--- src/hdl/ipv6txt_pkg.sv ---
// Shared types, constants and a helper function for the IPv6 address text formatter.
package ipv6txt_pkg;

  localparam int NumGroups = 8;
  localparam int GroupW    = 16;
  localparam int CharW     = 7;

  localparam logic [CharW-1:0] ChColon = 7'h3a;
  localparam logic [CharW-1:0] ChZero  = 7'h30;
  localparam logic [CharW-1:0] ChAlpha = 7'h57;

  typedef logic [GroupW-1:0] group_t;

  typedef struct packed {
    logic load;
    logic scan;
    logic step;
  } dp_cmd_t;

  typedef struct packed {
    logic slot_free;
    logic last;
  } dp_status_t;

  function automatic logic [CharW-1:0] hex_char(input logic [3:0] nib);
    logic [CharW-1:0] wide;
    wide = {3'b000, nib};
    if (nib < 4'd10) begin
      hex_char = ChZero + wide;
    end else begin
      hex_char = ChAlpha + wide;
    end
  endfunction

endpackage

--- src/hdl/ipv6txt_datapath.sv ---
// Datapath: group registers, zero-run search, character pointer and output register.
module ipv6txt_datapath (
  input  logic                      clk,
  input  logic                      rst,
  input  ipv6txt_pkg::dp_cmd_t      cmd,
  output ipv6txt_pkg::dp_status_t   status,
  input  logic [63:0]               addr_high,
  input  logic [63:0]               addr_low,
  output logic                      text_valid,
  input  logic                      text_ready,
  output logic [6:0]                text_char,
  output logic                      last_char
);
  import ipv6txt_pkg::*;

  localparam logic [1:0] PH_SEP   = 2'd0;
  localparam logic [1:0] PH_GAP1  = 2'd1;
  localparam logic [1:0] PH_GAP2  = 2'd2;
  localparam logic [1:0] PH_DIGIT = 2'd3;

  group_t     grp [NumGroups];
  logic [2:0] best_start;
  logic       gap;
  logic [3:0] gap_end;
  logic [2:0] gi;
  logic [1:0] ni;
  logic [1:0] phase;

  logic [2:0] scan_start;
  logic [3:0] scan_len;
  logic [2:0] run_start;
  logic [3:0] run_len;
  logic       scan_gap;

  group_t           cur;
  logic [1:0]       skip;
  logic [1:0]       k;
  logic [3:0]       nib;
  logic [CharW-1:0] ch;
  logic             is_last;
  logic [2:0]       nxt;
  logic [1:0]       nxt_phase;

  always_comb begin
    run_start  = '0;
    run_len    = '0;
    scan_start = '0;
    scan_len   = '0;
    for (int i = 0; i < NumGroups; i++) begin
      if (grp[i] == '0) begin
        if (run_len == '0) begin
          run_start = 3'(i);
        end
        run_len = run_len + 4'd1;
        if (run_len > scan_len) begin
          scan_len   = run_len;
          scan_start = run_start;
        end
      end else begin
        run_len = '0;
      end
    end
    scan_gap = (scan_len >= 4'd2);
  end

  always_comb begin
    cur = grp[gi];
    if (cur[15:12] != 4'd0) begin
      skip = 2'd0;
    end else if (cur[11:8] != 4'd0) begin
      skip = 2'd1;
    end else if (cur[7:4] != 4'd0) begin
      skip = 2'd2;
    end else begin
      skip = 2'd3;
    end
    k = (ni > skip) ? ni : skip;
    case (k)
      2'd0:    nib = cur[15:12];
      2'd1:    nib = cur[11:8];
      2'd2:    nib = cur[7:4];
      default: nib = cur[3:0];
    endcase
    ch = (phase == PH_DIGIT) ? hex_char(nib) : ChColon;
    is_last = ((phase == PH_GAP2) && (gap_end == 4'd8)) ||
              ((phase == PH_DIGIT) && (k == 2'd3) && (gi == 3'd7));
    nxt = gi + 3'd1;
    if (gap && (nxt == best_start)) begin
      nxt_phase = PH_GAP1;
    end else if ((nxt != 3'd0) && !(gap && ({1'b0, nxt} == gap_end))) begin
      nxt_phase = PH_SEP;
    end else begin
      nxt_phase = PH_DIGIT;
    end
  end

  assign status.slot_free = !text_valid || text_ready;
  assign status.last      = is_last;

  always_ff @(posedge clk) begin
    if (cmd.load) begin
      for (int i = 0; i < NumGroups / 2; i++) begin
        grp[i]                 <= addr_high[63 - GroupW * i -: GroupW];
        grp[i + NumGroups / 2] <= addr_low[63 - GroupW * i -: GroupW];
      end
    end
  end

  always_ff @(posedge clk) begin
    if (cmd.scan) begin
      best_start <= scan_start;
      gap        <= scan_gap;
      gap_end    <= {1'b0, scan_start} + scan_len;
      gi         <= '0;
      ni         <= '0;
      phase      <= (scan_gap && (scan_start == 3'd0)) ? PH_GAP1 : PH_DIGIT;
    end else if (cmd.step) begin
      case (phase)
        PH_SEP: begin
          phase <= PH_DIGIT;
          ni    <= '0;
        end
        PH_GAP1: begin
          phase <= PH_GAP2;
        end
        PH_GAP2: begin
          gi    <= gap_end[2:0];
          ni    <= '0;
          phase <= PH_DIGIT;
        end
        default: begin
          if (k == 2'd3) begin
            gi    <= nxt;
            ni    <= '0;
            phase <= nxt_phase;
          end else begin
            ni <= k + 2'd1;
          end
        end
      endcase
    end
  end

  always_ff @(posedge clk) begin
    if (rst) begin
      text_valid <= 1'b0;
    end else if (cmd.step) begin
      text_valid <= 1'b1;
    end else if (text_ready) begin
      text_valid <= 1'b0;
    end
  end

  always_ff @(posedge clk) begin
    if (cmd.step) begin
      text_char <= ch;
      last_char <= is_last;
    end
  end

endmodule

--- src/hdl/ipv6txt_ctrl.sv ---
// Controller: sequences load, zero-run scan and character emission for one address.
module ipv6txt_ctrl (
  input  logic                     clk,
  input  logic                     rst,
  input  logic                     addr_valid,
  output logic                     addr_ready,
  output ipv6txt_pkg::dp_cmd_t     cmd,
  input  ipv6txt_pkg::dp_status_t  status
);
  import ipv6txt_pkg::*;

  localparam logic [1:0] ST_IDLE = 2'd0;
  localparam logic [1:0] ST_SCAN = 2'd1;
  localparam logic [1:0] ST_EMIT = 2'd2;

  logic [1:0] state;
  logic [1:0] state_next;

  assign addr_ready = (state == ST_IDLE);
  assign cmd.load   = addr_valid && (state == ST_IDLE);
  assign cmd.scan   = (state == ST_SCAN);
  assign cmd.step   = (state == ST_EMIT) && status.slot_free;

  always_comb begin
    state_next = state;
    case (state)
      ST_IDLE: begin
        if (addr_valid) begin
          state_next = ST_SCAN;
        end
      end
      ST_SCAN: begin
        state_next = ST_EMIT;
      end
      ST_EMIT: begin
        if (cmd.step && status.last) begin
          state_next = ST_IDLE;
        end
      end
      default: begin
        state_next = ST_IDLE;
      end
    endcase
  end

  always_ff @(posedge clk) begin
    if (rst) begin
      state <= ST_IDLE;
    end else begin
      state <= state_next;
    end
  end

`ifndef SYNTH
  a_no_step_outside_emit: assert property (@(posedge clk) disable iff (rst)
    cmd.step |-> (state == ST_EMIT))
    else $error("character step outside emit state");

  a_load_goes_to_scan: assert property (@(posedge clk) disable iff (rst)
    cmd.load |=> (state == ST_SCAN) && cmd.scan)
    else $error("accepted item not followed by scan");

  a_last_ends_item: assert property (@(posedge clk) disable iff (rst)
    (cmd.step && status.last) |=> (state == ST_IDLE) && addr_ready)
    else $error("controller did not return to idle after last character");
`endif

endmodule

--- src/hdl/ipv6_address_to_text.sv ---
// Top level of the IPv6 address to canonical text formatter.
//
// Usage: an address is offered on addr_high/addr_low with addr_valid and is
// accepted when addr_ready is also high. Group 0 is addr_high[63:48] and
// group 7 is addr_low[15:0]. The text comes out one ASCII character per item
// on text_char with text_valid/text_ready, and last_char marks the final
// character of each address.
// The groups are loaded when the address is accepted; the controller then
// finds the longest zero run in its scan state before the emitter starts.
// The emitter produces one character per cycle while the output register is
// free, that is while text_valid is low or text_ready is high.
// addr_ready is high only while no address is being formatted; it returns in
// the cycle after the last character enters the output register.
// A stalled receiver holds the output register and pauses the emitter; no
// character is lost or repeated. Reset returns the controller to idle and
// clears text_valid; no other state survives between addresses.
module ipv6_address_to_text (
  input  logic        clk,
  input  logic        rst,
  input  logic        addr_valid,
  output logic        addr_ready,
  input  logic [63:0] addr_high,
  input  logic [63:0] addr_low,
  output logic        text_valid,
  input  logic        text_ready,
  output logic [6:0]  text_char,
  output logic        last_char
);
  import ipv6txt_pkg::*;

  dp_cmd_t    cmd;
  dp_status_t status;

  ipv6txt_ctrl u_ctrl (
    .clk        (clk),
    .rst        (rst),
    .addr_valid (addr_valid),
    .addr_ready (addr_ready),
    .cmd        (cmd),
    .status     (status)
  );

  ipv6txt_datapath u_datapath (
    .clk        (clk),
    .rst        (rst),
    .cmd        (cmd),
    .status     (status),
    .addr_high  (addr_high),
    .addr_low   (addr_low),
    .text_valid (text_valid),
    .text_ready (text_ready),
    .text_char  (text_char),
    .last_char  (last_char)
  );

endmodule

--- config.mk ---
export PLATFORM = sky130hd
export DESIGN_NAME = ipv6_address_to_text
export DESIGN_NICKNAME = d
export VERILOG_FILES = /design/src/hdl/ipv6txt_pkg.sv /design/src/hdl/ipv6txt_datapath.sv /design/src/hdl/ipv6txt_ctrl.sv /design/src/hdl/ipv6_address_to_text.sv
export SDC_FILE = /design/constraint.sdc
export NUM_CORES = 1
export LEC_CHECK = 0
export ABC_AREA = 1
export BUFFER_PORTS_ARGS = -buffer_cell sky130_fd_sc_hd__buf_2
export CELL_PAD_IN_SITES_DETAIL_PLACEMENT = 1
export CELL_PAD_IN_SITES_GLOBAL_PLACEMENT = 1
export CORE_UTILIZATION = 45
export CTS_BUF_LIST = sky130_fd_sc_hd__clkbuf_8
export CTS_CLUSTER_SIZE = 30
export DETAILED_ROUTE_END_ITERATION = 7
export GPL_ROUTABILITY_DRIVEN = 1
export PLACE_DENSITY = 0.87
export SYNTH_ARGS = -nofsm -noshare
export SYNTH_HDL_FRONTEND = slang
export SYNTH_HIERARCHICAL = 1
export SYNTH_SLANG_ARGS = --single-unit
--- constraint.sdc ---
create_clock -name clk -period 10 [get_ports clk]
set_input_delay 2 -clock clk [delete_from_list [all_inputs] [get_ports clk]]
set_output_delay 2 -clock clk [all_outputs]
set_load 0.05 [all_outputs]
==> flow_metrics.tcl <==
set metrics [dict create \
    p_sw_mw 0.5410 \
    synthTopCellsByArea "edfxtp_1, ha_1, inv_1" \
    clk_latency_ns 0.49 \
    worst_pin_slew_ns 1.080 \
    post-synth-top-area-cell "edfxtp_1" \
    yosys_warnings 6 \
    antenna_cells 0 \
    cts_tree "built" \
    synth.top_cell.area_share_pct 48.47 \
    start_util_pct 46.17 \
    drtIter0Drc 581 \
    nNetsFinal 1291 \
    stdcell_area_sq_um 10490 \
    layout-drive-gt1-share_pct 23.45 \
    crit_top_cell "inv_1" \
    dieHeight_um 143.8 \
    startpoint_type "flip-flop" \
    hold_buffers 0 \
    first_pass_iters 7 \
    switching_share_pct 33.81 \
    rsz0062_at_grt "false" \
    synthArstFlopShare_pct 0 \
    holdCritPathClass "flip-flop to flip-flop" \
    ys_ff_latch 157 \
    path_class "flip-flop to flip-flop" \
    dieArea_sq_um 20670 \
    finalMaxSlewViolations 0 \
    place_congestion 0.9115 \
    antenna_found_initial 0 \
    slew_headroom_pct 27.97 \
    die_x_um 143.8 \
    synth_cell_type_count 61 \
    p_leak_nw 4.532 \
    fin_crit_ns 9.373 \
    dp_hpwl_um 21730 \
    setup_viol 0 \
    finClkSkew_ns 0.01797 \
    status "finished clean" \
    setup_tns_ns 0 \
    p_comb_share_pct 17.5 \
    p_per_area_nw_per_um2 152.6 \
    seq_power_share_pct 50.4 \
    period_share_pct 93.73 \
    p_int_mw 1.059 \
    critical_path_buf_inv_count 16 \
    path_max_fanout 10 \
    synth_flop_cell "edfxtp_1" \
    ys_seq_area_share_pct 50.91 \
    areaGrowthSynthToFinish_pct 15.92 \
    clockPowerShare_pct 32.1 \
    synth.net_count 1151 \
    cap_violations 0 \
    hold_viol 0 \
    drc 0 \
    htreeDepth 4 \
    grt_pass1_wl_um 43920 \
    max_stage_delay_ns 0.44 \
    routed_wl_um 28310 \
    track_usage_pct 28.75 \
    ant_nets 0 \
    fmaxAchievable_mhz 106.7 \
    first_global_vias 8335 \
    numCtsBuffers 17 \
    routedWlPerCell_um 20.35 \
    cts.sinks 157 \
    ioPinCount 142 \
    place_area_sq_um 10030 \
    synth_edf_count 146 \
    cts_buffer_depth 2 \
    path_clk_slew_ns 0.10 \
    vias 7727 \
    synth_common_cells "edfxtp_1, inv_1, nand2_1" \
    syn_area_sq_um 9045 \
    cp_data_arrival_time_ns 9.62 \
    critPathTopFamily "adder cells" \
    grt_max_degree 85 \
    via_per_inst 5.555 \
    syn_inst 973 \
    core_area_sq_um 19590 \
    cp-end-kind "flip-flop" \
    rrSetupSlack_ns 0.63 \
    slowest_stage "edfxtp_1" \
    rows 51 \
    syn_avg_cell_area_sq_um 9.296 \
    cts_root_buffer "clkbuf_8" \
    grt_remaining_overflow 0 \
    portBuffers 141 \
    post-cts-setup-buffers 0 \
    ir_worst_vdd_v 0.0001349 \
    required_ns 10.24 \
]
## worst register-to-register path, delay by kind of cell, from the launching register on
kind            cells  cell delay [ns]
buf+inv            16             1.33
simple gates       23             2.61
flops               1             0.44
xor+xnor            1             0.17
compound gates      9             1.72
fa+ha+maj          10             2.85
## state kept, by name, indices dropped and copies added (netlist names), 2 cells and up, named ones only
signal	count
u_datapath/ni	2
u_datapath/text_char	7
u_datapath/gap_end	4
u_datapath/best_start	3
u_datapath/gi	3
u_ctrl/state	2
u_datapath/grp	128
u_datapath/phase	2
## metrics by stage
step / total power, mW / hold slack (ns) / cells / util [%] / worst slack [ns]
finish: 1.600 / 0.4775 / 1391 / 53.52 / 0.6267
detailed placement: 1.089 / 0.4641 / 1359 / 51.20 / 0.4244
floorplan: 0.9839 / 0.4435 / 973 / - / 1.969
CTS: 1.605 / 0.4791 / 1391 / 53.48 / 0.3654
global placement: 1.069 / 0.4587 / 1359 / 51.20 / 1.055
global route: 1.656 / 0.5184 / 1391 / 53.52 / 0.0008287
## cell families after synthesis
logic type,after synthesis,share of synthesized area (%)
other,1,0.04146
XOR/XNOR,6,0.5810
AND/OR/NAND/NOR,359,20.74
flip-flops,157,50.91
AO/OA/AOI/OAI,221,13.65
buffers and inverters,183,7.636
adder cells (fa/ha/maj),46,6.446
## worst paths after layout
path,cells past startpoint,from,end
hold reg to reg,2,u_datapath/ni[0],u_datapath/ni[0]
setup / recovery,59,u_datapath/grp[0][14],u_datapath/gap_end[2]
setup reg to reg,59,u_datapath/grp[0][14],u_datapath/gap_end[2]
hold / removal,2,u_datapath/ni[0],u_datapath/ni[0]
## layer usage
layer | vias up | track usage (%) | wire length [um]
li1 | 3608 | - | -
met1 | 3734 | 32.69 | 11130
met2 | 317 | 52.81 | 14590
met3 | 68 | 4.265 | 1464
met4 | 0 | 13.38 | 1115
met5 | - | 0 | 0
## power groups by stage
stage | logic (mW) | clock network (mW) | registers, mW
after detailed placement | 0.269 | 0 | 0.819
final | 0.280 | 0.514 | 0.806
after global routing | 0.303 | 0.543 | 0.810
after floorplan | 0.164 | 0 | 0.820
after global placement | 0.254 | 0 | 0.815
after CTS | 0.275 | 0.524 | 0.806
## area by class of cell
| type | count | area [sq um] |
|---|---|---|
| Inverter | 158 | 593.1 |
| Sequential cell | 157 | 4606 |
| Clock inverter | 15 | 211.5 |
| Clock buffer | 17 | 234.0 |
| Timing Repair Buffer | 146 | 743.2 |
| Fill cell | 2308 | 9105 |
| Tap cell | 265 | 331.6 |
| Multi-Input combinational cell | 633 | 3766 |
## placed cells by master (no fill, tap or decap), types with 9 or more instances in the layout
| cell type | synthesis | layout |
|---|---|---|
| nand2_1 | 131 | 131 |
| edfxtp_1 | 146 | 146 |
| clkbuf_8 | 0 | 17 |
| nand2_4 | 10 | 10 |
| a31oi_1 | 11 | 11 |
| nand4_1 | 9 | 9 |
| a21oi_1 | 71 | 71 |
| o21ai_0 | 97 | 96 |
| nor2_2 | 8 | 9 |
| nand3_2 | 14 | 14 |
| nand3_1 | 43 | 43 |
| nand2_2 | 21 | 21 |
| dfxtp_1 | 11 | 10 |
| buf_2 | 0 | 141 |
| inv_2 | 9 | 9 |
| inv_1 | 146 | 146 |
| ha_1 | 45 | 45 |
| nor2_1 | 81 | 79 |
## what timing repair did
item / CTS / global route
gates resized for setup: 0 / 3
endpoints found under the hold margin: 0 / 0
endpoints found under the setup margin: 0 / 3
No activity file was read; power rests on OpenSTA's default activity.
